==> config.mk <==
export PLATFORM = sky130hd
export DESIGN_NAME = capacitive_touch_key_detector_top
export DESIGN_NICKNAME = d
export VERILOG_FILES = /design/src/hw/rtl/ctkd_pkg.sv /design/src/hw/rtl/capacitive_touch_key_detector_top.sv
export VERILOG_INCLUDE_DIRS = /design/src /design/src/hw/rtl
export SDC_FILE = /design/constraint.sdc
export NUM_CORES = 1
export LEC_CHECK = 0
export BUFFER_PORTS_ARGS = -buffer_cell sky130_fd_sc_hd__buf_2
export CAP_MARGIN = 25
export CORE_MARGIN = 3
export CORE_UTILIZATION = 31
export DETAILED_ROUTE_END_ITERATION = 16
export GPL_TIMING_DRIVEN = 0
export HOLD_SLACK_MARGIN = 0.08
export PLACE_DENSITY = 0.56
export SYNTH_ARGS = -nofsm -noshare
export SYNTH_HDL_FRONTEND = slang
export SYNTH_SLANG_ARGS = --single-unit
==> constraint.sdc <==
create_clock -name clock -period 7.4 [get_ports clock]
set_input_delay 0.37 -clock clock [delete_from_list [all_inputs] [get_ports clock]]
set_output_delay 0.37 -clock clock [all_outputs]
set_load 0.005 [all_outputs]
==> src/hw/rtl/capacitive_touch_key_detector_top_assert.svh <==
// ----------------------------------------------------------------------------
// touch key detector assertion macros
// shared concurrent assertion forms, clocked on clock and off in reset
// ----------------------------------------------------------------------------
`ifndef CAPACITIVE_TOUCH_KEY_DETECTOR_TOP_ASSERT_SVH
`define CAPACITIVE_TOUCH_KEY_DETECTOR_TOP_ASSERT_SVH

// same-cycle implication
`define CTKD_ASSERT_NOW(lbl, ante, cons, msg) \
   lbl: assert property (@(posedge clock) disable iff (reset) (ante) |-> (cons)) \
      else $error(msg);

// next-cycle implication
`define CTKD_ASSERT_NEXT(lbl, ante, cons, msg) \
   lbl: assert property (@(posedge clock) disable iff (reset) (ante) |=> (cons)) \
      else $error(msg);

`endif

==> src/hw/rtl/ctkd_pkg.sv <==
// ----------------------------------------------------------------------------
// touch key detector package
// fixed widths, field codes and register indexes
// ----------------------------------------------------------------------------
package ctkd_pkg;

   localparam int SAMPLE_W      = 16;
   localparam int SUM_W         = 20;   // sixteen 16-bit samples fit
   localparam int HOLD_W        = 2;
   localparam int TRIM_EACH_END = 2;
   localparam int REQ_DATA_W    = 24;
   localparam int RSP_DATA_W    = 40;

   typedef logic [SAMPLE_W-1:0] sample_type;

   // request kind in tuser
   localparam logic OP_CAL  = 1'b0;
   localparam logic OP_SCAN = 1'b1;

   // result kind in tuser
   localparam logic RK_CAL  = 1'b0;
   localparam logic RK_SCAN = 1'b1;

   // register indexes
   localparam logic CSR_GATE_MARGIN = 1'b0;
   localparam logic CSR_FAULT_LIMIT = 1'b1;

endpackage

==> src/hw/rtl/capacitive_touch_key_detector_top.sv <==
// ----------------------------------------------------------------------------
// capacitive touch key detector
// calibrates an untouched baseline and reports touches per scan group
// ----------------------------------------------------------------------------
// The block takes charge-time samples that were already measured. A
// calibration beat (tuser = 0) is stored; after CAL_SAMPLES of them the
// store is swept one entry a cycle through a single compare/add unit that
// keeps the running sum and the two lowest and two highest values, those
// four are dropped, and a multiply by a fixed reciprocal forms the
// truncated mean as the new baseline. A scan beat (tuser = 1) updates the
// group peak; on the beat with tlast set the peak is tested against
// baseline + gate_margin and 10 * baseline and the holdoff, and a result
// beat goes out. A calibration beat that does not complete a set and a
// scan beat without tlast end in their accept cycle; the beat that completes
// a calibration set passes through the accept cycle, the store sweep with
// its registered read port, two trim steps, the mean step and the emit
// step; a scan beat with tlast passes through accept, test, decide and
// emit. The emit step waits while an earlier result still sits in the
// output register. req_tready is low while an item is in work. The result
// sits in an output register, so a new beat is taken while a result still
// waits; a second result waits for the first to leave. Configuration writes
// are always taken and should only be made while the block is idle.
// ----------------------------------------------------------------------------
module capacitive_touch_key_detector_top
   import ctkd_pkg::*;
#(
   parameter int CAL_SAMPLES   = 10,   // 5 .. 16
   parameter int HOLDOFF_SCANS = 3     // 1 .. 3
) (
   input  logic                  clock,
   input  logic                  reset,
   // request channel
   input  logic                  req_tvalid,
   output logic                  req_tready,
   input  logic [REQ_DATA_W-1:0] req_tdata,   // sample[15:0], repeat_mode[16], zero pad
   input  logic                  req_tlast,   // last_in_group
   input  logic [0:0]            req_tuser,   // opcode[0]
   // result channel
   output logic                  rsp_tvalid,
   input  logic                  rsp_tready,
   output logic [RSP_DATA_W-1:0] rsp_tdata,   // touched[0], baseline_out[16:1],
                                              // peak_out[32:17], calib_fault[33], zero pad
   output logic [0:0]            rsp_tuser,   // result_kind[0]
   // configuration channel
   input  logic                  csr_valid,
   output logic                  csr_ready,
   input  logic [0:0]            csr_index,
   input  logic [SAMPLE_W-1:0]   csr_data
);

   // sizes that follow from the set length
   localparam int AW       = (CAL_SAMPLES > 1) ? $clog2(CAL_SAMPLES) : 1;
   localparam int IW       = $clog2(CAL_SAMPLES + 1);
   localparam int DIV_N    = CAL_SAMPLES - 2 * TRIM_EACH_END;
   // reciprocal is exact for any sum below 2**20 and a divisor up to 12
   localparam int RECIP_SH = 24;
   localparam int RECIP_W  = RECIP_SH + 1;
   localparam int RECIP    = (2**RECIP_SH + DIV_N - 1) / DIV_N;
   localparam int PROD_W   = SUM_W + RECIP_W;

   // sequencer codes
   localparam logic [2:0] ST_IDLE    = 3'd0;
   localparam logic [2:0] ST_SWEEP   = 3'd1;
   localparam logic [2:0] ST_TRIM_LO = 3'd2;
   localparam logic [2:0] ST_TRIM_HI = 3'd3;
   localparam logic [2:0] ST_DIV     = 3'd4;
   localparam logic [2:0] ST_TEST    = 3'd5;
   localparam logic [2:0] ST_DECIDE  = 3'd6;
   localparam logic [2:0] ST_EMIT    = 3'd7;

   // request fields
   sample_type req_sample;
   logic       req_repeat;
   logic       req_fire;
   assign req_sample = req_tdata[SAMPLE_W-1:0];
   assign req_repeat = req_tdata[SAMPLE_W];
   assign req_fire   = req_tvalid && req_tready;

   // calibration store
   sample_type cal_mem [CAL_SAMPLES];
   sample_type rd_data_ff;
   logic       mem_wr_en;
   logic       mem_rd_en;

   // control and datapath registers
   logic [2:0]        state_ff, state_in;
   logic [AW-1:0]     cal_cnt_ff, cal_cnt_in;
   logic [IW-1:0]     idx_ff, idx_in;
   logic              rd_vld_ff, rd_vld_in;
   logic [SUM_W-1:0]  acc_ff, acc_in;          // running sum of the set
   sample_type        lo1_ff, lo1_in, lo2_ff, lo2_in;
   sample_type        hi1_ff, hi1_in, hi2_ff, hi2_in;
   sample_type        baseline_ff, baseline_in;
   sample_type        group_peak_ff, group_peak_in;
   sample_type        peak_ff, peak_in;
   logic              rep_ff, rep_in;
   logic              gt_ff, gt_in, lt_ff, lt_in;
   logic [HOLD_W-1:0] holdoff_ff, holdoff_in;
   logic              kind_ff, kind_in;
   logic              touch_ff, touch_in;
   sample_type        gate_margin_ff, gate_margin_in;
   sample_type        fault_limit_ff, fault_limit_in;

   // output register
   logic                  rsp_valid_ff, rsp_valid_in;
   logic [RSP_DATA_W-1:0] rsp_data_ff, rsp_data_in;
   logic                  rsp_kind_ff, rsp_kind_in;

   // mean by reciprocal multiply
   logic [PROD_W-1:0] mean_prod;

   // scan compare operands
   logic [SAMPLE_W:0]  gate_sum;
   logic [SUM_W-1:0]   ceil_val;
   logic [HOLD_W-1:0]  hold_cur;
   logic               emit_go;

   assign req_tready = (state_ff == ST_IDLE);
   assign csr_ready  = 1'b1;
   assign rsp_tvalid = rsp_valid_ff;
   assign rsp_tdata  = rsp_data_ff;
   assign rsp_tuser  = rsp_kind_ff;

   assign mean_prod = {{RECIP_W{1'b0}}, acc_ff} * {{SUM_W{1'b0}}, RECIP_W'(RECIP)};
   assign gate_sum  = {1'b0, baseline_ff} + {1'b0, gate_margin_ff};
   assign ceil_val  = ({{(SUM_W-SAMPLE_W){1'b0}}, baseline_ff} << 3)
                    + ({{(SUM_W-SAMPLE_W){1'b0}}, baseline_ff} << 1);
   assign hold_cur  = rep_ff ? '0 : holdoff_ff;
   assign emit_go   = !rsp_valid_ff || rsp_tready;

   assign mem_wr_en = req_fire && (req_tuser[0] == OP_CAL);
   assign mem_rd_en = (state_ff == ST_SWEEP) && (idx_ff < IW'(CAL_SAMPLES));

   // store: one write port, one registered read port
   always_ff @(posedge clock) begin
      if (mem_wr_en) begin
         cal_mem[cal_cnt_ff] <= req_sample;
      end
      if (mem_rd_en) begin
         rd_data_ff <= cal_mem[idx_ff[AW-1:0]];
      end
   end

   always_comb begin
      state_in       = state_ff;
      cal_cnt_in     = cal_cnt_ff;
      idx_in         = idx_ff;
      rd_vld_in      = 1'b0;
      acc_in         = acc_ff;
      lo1_in         = lo1_ff;
      lo2_in         = lo2_ff;
      hi1_in         = hi1_ff;
      hi2_in         = hi2_ff;
      baseline_in    = baseline_ff;
      group_peak_in  = group_peak_ff;
      peak_in        = peak_ff;
      rep_in         = rep_ff;
      gt_in          = gt_ff;
      lt_in          = lt_ff;
      holdoff_in     = holdoff_ff;
      kind_in        = kind_ff;
      touch_in       = touch_ff;
      gate_margin_in = gate_margin_ff;
      fault_limit_in = fault_limit_ff;
      rsp_valid_in   = rsp_valid_ff && !rsp_tready;
      rsp_data_in    = rsp_data_ff;
      rsp_kind_in    = rsp_kind_ff;

      if (csr_valid && csr_ready) begin
         case (csr_index[0])
            CSR_GATE_MARGIN: gate_margin_in = csr_data;
            CSR_FAULT_LIMIT: fault_limit_in = csr_data;
            default:         gate_margin_in = gate_margin_ff;
         endcase
      end

      case (state_ff)
         ST_IDLE: begin
            if (req_fire) begin
               if (req_tuser[0] == OP_CAL) begin
                  if (cal_cnt_ff == AW'(CAL_SAMPLES - 1)) begin
                     // set complete, start the sweep
                     cal_cnt_in = '0;
                     idx_in     = '0;
                     acc_in     = '0;
                     lo1_in     = '1;
                     lo2_in     = '1;
                     hi1_in     = '0;
                     hi2_in     = '0;
                     state_in   = ST_SWEEP;
                  end else begin
                     cal_cnt_in = cal_cnt_ff + 1'b1;
                  end
               end else begin
                  peak_in = (req_sample > group_peak_ff) ? req_sample : group_peak_ff;
                  if (req_tlast) begin
                     group_peak_in = '0;
                     rep_in        = req_repeat;
                     state_in      = ST_TEST;
                  end else begin
                     group_peak_in = peak_in;
                  end
               end
            end
         end
         ST_SWEEP: begin
            if (mem_rd_en) begin
               idx_in    = idx_ff + 1'b1;
               rd_vld_in = 1'b1;
            end
            if (rd_vld_ff) begin
               acc_in = acc_ff + {{(SUM_W-SAMPLE_W){1'b0}}, rd_data_ff};
               if (rd_data_ff < lo1_ff) begin
                  lo2_in = lo1_ff;
                  lo1_in = rd_data_ff;
               end else if (rd_data_ff < lo2_ff) begin
                  lo2_in = rd_data_ff;
               end
               if (rd_data_ff > hi1_ff) begin
                  hi2_in = hi1_ff;
                  hi1_in = rd_data_ff;
               end else if (rd_data_ff > hi2_ff) begin
                  hi2_in = rd_data_ff;
               end
               if (!mem_rd_en) begin
                  state_in = ST_TRIM_LO;
               end
            end
         end
         ST_TRIM_LO: begin
            acc_in   = acc_ff - SUM_W'({1'b0, lo1_ff} + {1'b0, lo2_ff});
            state_in = ST_TRIM_HI;
         end
         ST_TRIM_HI: begin
            acc_in   = acc_ff - SUM_W'({1'b0, hi1_ff} + {1'b0, hi2_ff});
            state_in = ST_DIV;
         end
         ST_DIV: begin
            // truncated mean of the kept values
            baseline_in = mean_prod[RECIP_SH +: SAMPLE_W];
            kind_in     = RK_CAL;
            touch_in    = 1'b0;
            peak_in     = '0;
            state_in    = ST_EMIT;
         end
         ST_TEST: begin
            gt_in    = {1'b0, peak_ff} > gate_sum;
            lt_in    = {{(SUM_W-SAMPLE_W){1'b0}}, peak_ff} < ceil_val;
            state_in = ST_DECIDE;
         end
         ST_DECIDE: begin
            touch_in   = 1'b0;
            holdoff_in = hold_cur;
            if (gt_ff && lt_ff) begin
               touch_in   = (hold_cur == '0);
               holdoff_in = HOLD_W'(HOLDOFF_SCANS);
            end
            if (holdoff_in != '0) begin
               holdoff_in = holdoff_in - 1'b1;
            end
            kind_in  = RK_SCAN;
            state_in = ST_EMIT;
         end
         ST_EMIT: begin
            if (emit_go) begin
               rsp_valid_in = 1'b1;
               rsp_kind_in  = kind_ff;
               rsp_data_in  = {{(RSP_DATA_W-2*SAMPLE_W-2){1'b0}},
                               (baseline_ff > fault_limit_ff),
                               peak_ff, baseline_ff, touch_ff};
               state_in     = ST_IDLE;
            end
         end
         default: state_in = ST_IDLE;
      endcase
   end

   always_ff @(posedge clock) begin
      if (reset) begin
         state_ff       <= ST_IDLE;
         cal_cnt_ff     <= '0;
         rd_vld_ff      <= 1'b0;
         baseline_ff    <= '0;
         group_peak_ff  <= '0;
         holdoff_ff     <= '0;
         gate_margin_ff <= SAMPLE_W'(100);
         fault_limit_ff <= SAMPLE_W'(32767);
         rsp_valid_ff   <= 1'b0;
      end else begin
         state_ff       <= state_in;
         cal_cnt_ff     <= cal_cnt_in;
         rd_vld_ff      <= rd_vld_in;
         baseline_ff    <= baseline_in;
         group_peak_ff  <= group_peak_in;
         holdoff_ff     <= holdoff_in;
         gate_margin_ff <= gate_margin_in;
         fault_limit_ff <= fault_limit_in;
         rsp_valid_ff   <= rsp_valid_in;
      end
   end

   // payload, no reset
   always_ff @(posedge clock) begin
      idx_ff      <= idx_in;
      acc_ff      <= acc_in;
      lo1_ff      <= lo1_in;
      lo2_ff      <= lo2_in;
      hi1_ff      <= hi1_in;
      hi2_ff      <= hi2_in;
      peak_ff     <= peak_in;
      rep_ff      <= rep_in;
      gt_ff       <= gt_in;
      lt_ff       <= lt_in;
      kind_ff     <= kind_in;
      touch_ff    <= touch_in;
      rsp_data_ff <= rsp_data_in;
      rsp_kind_ff <= rsp_kind_in;
   end

`include "capacitive_touch_key_detector_top_assert.svh"

   // a new result beat only ever comes out of the emit step
   `CTKD_ASSERT_NOW(a_rsp_from_emit, !rsp_valid_ff && rsp_valid_in, state_ff == ST_EMIT, "result loaded outside emit")

   // holdoff is always decremented after a reload
   `CTKD_ASSERT_NOW(a_hold_range, 1'b1, holdoff_ff < HOLD_W'(HOLDOFF_SCANS), "holdoff out of range")

   // no touch can be reported before a nonzero baseline exists
   `CTKD_ASSERT_NOW(a_touch_needs_base, rsp_valid_ff && rsp_kind_ff == RK_SCAN && rsp_data_ff[0], rsp_data_ff[SAMPLE_W:1] != '0, "touch with zero baseline")

   // the emit step always follows straight after the mean step
   `CTKD_ASSERT_NEXT(a_div_ends, state_ff == ST_DIV, state_ff == ST_EMIT, "mean step did not finish")

endmodule

==> out/results.ini <==
[status]
status = complete, no violations

[timing]
final-hold-violation-count = 0
finalCriticalPeriod_ps = 7000
skew_ps = 43.1
layout_worst_path_cycle_share = 0.946
rsz0062_at_grt = no
relSlewSlack = 0.342
hold_slack_ps = 169
max_freq_ghz = 0.143
setup_violations = 0
final_max_slew_viol_count = 0
tightest_slew_ps = 986
setup_tns_ps = 0

[synth]
synthAdderAreaFrac = 0.268
ys_seq_area_frac = 0.394
synth_cell_type_count = 81
synth_seq_cells = 395
syn_area_um2 = 28200
synth_compound_area_frac = 0.118
synth_warnings = 0
yosysTopAreaCellShare = 0.341
synthFlopType = edfxtp_1
synth_common_cells = ha_1 (369), edfxtp_1 (320), inv_1 (310), a21oi_1 (158), fa_1 (147)
async_flop_share = 0
yosys.area_share.simple = 0.0885
yosysTopAreaCell = edfxtp_1
synthCells = 2493
synth.most_common_cell = ha_1
synth_top_family_by_area = adder cells
synth_area_leaders = edfxtp_1 (34%), ha_1 (16%), fa_1 (10%), dfxtp_1 (5.3%), inv_1 (4.1%)
synth-edff-count = 320
avgSynthCellArea_um2 = 11.3
synth_xor_area_frac = 0.0289
synthMuxAreaShare = 0.0494

[setup_path]
critical_path_arrival_ps = 7480
rr_endpoint = baseline_ff[13]
reg2reg_from = acc_ff[5]
critical_path_class = flip-flop to flip-flop
path_max_fanout = 7
startpoint_type = flip-flop
crit_required_ps = 7880
ff2ff_setup_slack_ps = 400
rr_worst_depth = 23
end_kind = flip-flop

[placed_design]
hpwl_mm = 55.5
place_area_um2 = 30300
port_buffers = 76
gp_congestion = 0.877

[cells_and_area]
areaGrowthSynthToFinish_pct = 13.6
drive_above_1_share = 0.0905
fill_cells = 8869
nets = 3225
fin_area_um2 = 32000
regArea_um2 = 11100
utilization = 0.359
multi_input_area_um2 = 15700

[clocking]
cts_sinks = 395
htreeDepth = 2
clk_pin_slew_ps = 60
insertion_delay_ps = 600
numCtsBuffers = 43
cts_root_buffer = clkbuf_16
cts_tree = yes
ctsLongestPathBuffers = 3

[global_route]
antenna_found_initial = 4
grt_max_degree = 21
overflow = 0
grt_pass1_vias = 19300
grt_first_pass_wirelength_mm = 111
track_usage = 0.151

[floorplanning]
fp.dieH_um = 308
core-area_um2 = 89200
num_rows = 109
ios = 92
die_area_um2 = 94600
initial_core_util = 0.316
die_w_um = 308

[worst_hold_path]
min_to = cal_mem[7][6]
hold_start = req_tdata[6]
hold_class = primary input to flip-flop
whs_path_depth = 1

[job]
max_cap_violations = 0

[detailed_routing]
drt-initial-drc-count = 1183
via_count = 18900
routed_wl_mm = 71.2
dr.pass1.iters = 5
drc_errors = 0
avgViaCountPerCell = 4.90
detail-route-antenna-nets = 0
wl_per_cell_um = 18.4

[through the flow]
step | worst slack, ps | std cells
2_1_floorplan | 1030 | 2498
3_3_place_gp | 208 | 3739
3_5_place_dp | 195 | 3754
4_1_cts | 120 | 3851
5_1_grt | 32.9 | 3861
6_report | 403 | 3862
[registers in the layout, summed over array words and instances (netlist names), 2 cells and up]
signal	cells
acc_ff	20
baseline_ff	16
cal_cnt_ff	4
cal_mem	160
fault_limit_ff	16
gate_margin_ff	16
group_peak_ff	16
hi1_ff	16
hi2_ff	16
holdoff_ff	2
idx_ff	4
lo1_ff	16
lo2_ff	16
peak_ff	16
rd_data_ff	16
rsp_tdata	34
state_ff	3
[worst max-delay path by stage]
| stage | slack, ps | start | endpoint | cells past startpoint |
|---|---|---|---|---|
| 2_1_floorplan | 1030 | acc_ff[7] | baseline_ff[13] | 24 |
| 3_3_place_gp | 210 | acc_ff[10] | baseline_ff[12] | 25 |
| 3_5_place_dp | 200 | acc_ff[10] | baseline_ff[13] | 23 |
| 4_1_cts | 120 | acc_ff[10] | baseline_ff[13] | 23 |
| 5_1_grt | 30 | acc_ff[5] | baseline_ff[13] | 24 |
| 6_report | 400 | acc_ff[5] | baseline_ff[13] | 23 |
[critical path, stage by stage (launching register included)]
cell       delay (ps)
edfxtp_1          520
ha_1              380
inv_1             140
fa_2              510
xnor2_1           200
ha_1              170
a21o_1            180
inv_1              90
fa_1              590
inv_1             110
fa_1              540
inv_1              50
fa_1              530
inv_1              50
fa_1              450
ha_1              390
a2111oi_4         340
o22ai_2           170
o31ai_4           360
a21boi_4          140
a211o_1           320
o31a_1            260
xnor2_1           140
a211oi_1          220
[timing repair]
item | CTS | global route
hold buffers | 17 | 0
hold endpoints to repair | 18 | 0
setup endpoints to repair | 0 | 10
resized for setup | 0 | 2
setup buffers | 0 | 10
[cell families after synthesis]
group           Yosys count
flops                   395
simple gates            502
mux                      99
xor+xnor                 93
fa+ha+maj               516
other cells               2
compound gates          502
buf+inv                 384
[cells in the final DEF (no fill, tap or decap), types with 23 or more instances in the layout]
| cell | count |
|---|---|
| a211oi_1 | 29 |
| a21o_1 | 74 |
| a21oi_1 | 155 |
| and3_1 | 27 |
| buf_2 | 81 |
| buf_4 | 23 |
| clkbuf_1 | 63 |
| clkbuf_16 | 43 |
| dfxtp_1 | 75 |
| edfxtp_1 | 320 |
| fa_1 | 146 |
| ha_1 | 369 |
| inv_1 | 310 |
| mux2i_1 | 66 |
| mux4_2 | 32 |
| nand2_1 | 134 |
| nand2b_1 | 36 |
| nand3_1 | 26 |
| nand4_1 | 30 |
| nor2_1 | 114 |
| nor2b_1 | 47 |
| o21a_1 | 29 |
| o21ai_0 | 67 |
| xnor2_1 | 58 |
| xor2_1 | 35 |
[metal layers]
layer	up-vias	global-route usage	wire, µm
met2	373	0.247	32700
li1	9259	-	-
met3	132	0.0200	3020
met4	2	0.0498	2250
met1	9170	0.208	33200
met5	-	0	8
[layout make-up]
cell class / count / share of cell area
timing repair buffer: 118 / 0.0255
clock buffer: 50 / 0.0344
multi-input combinational: 1719 / 0.490
clock inverter: 30 / 0.0111
sequential: 395 / 0.347
inverter: 311 / 0.0365
buffer: 73 / 0.00970
antenna: 1 / 0.0000782
tap: 1165 / 0.0456
Power is left out: the tool's default activity adds up to more than one toggle a clock period on the data nets, which glitch-free logic cannot reach.
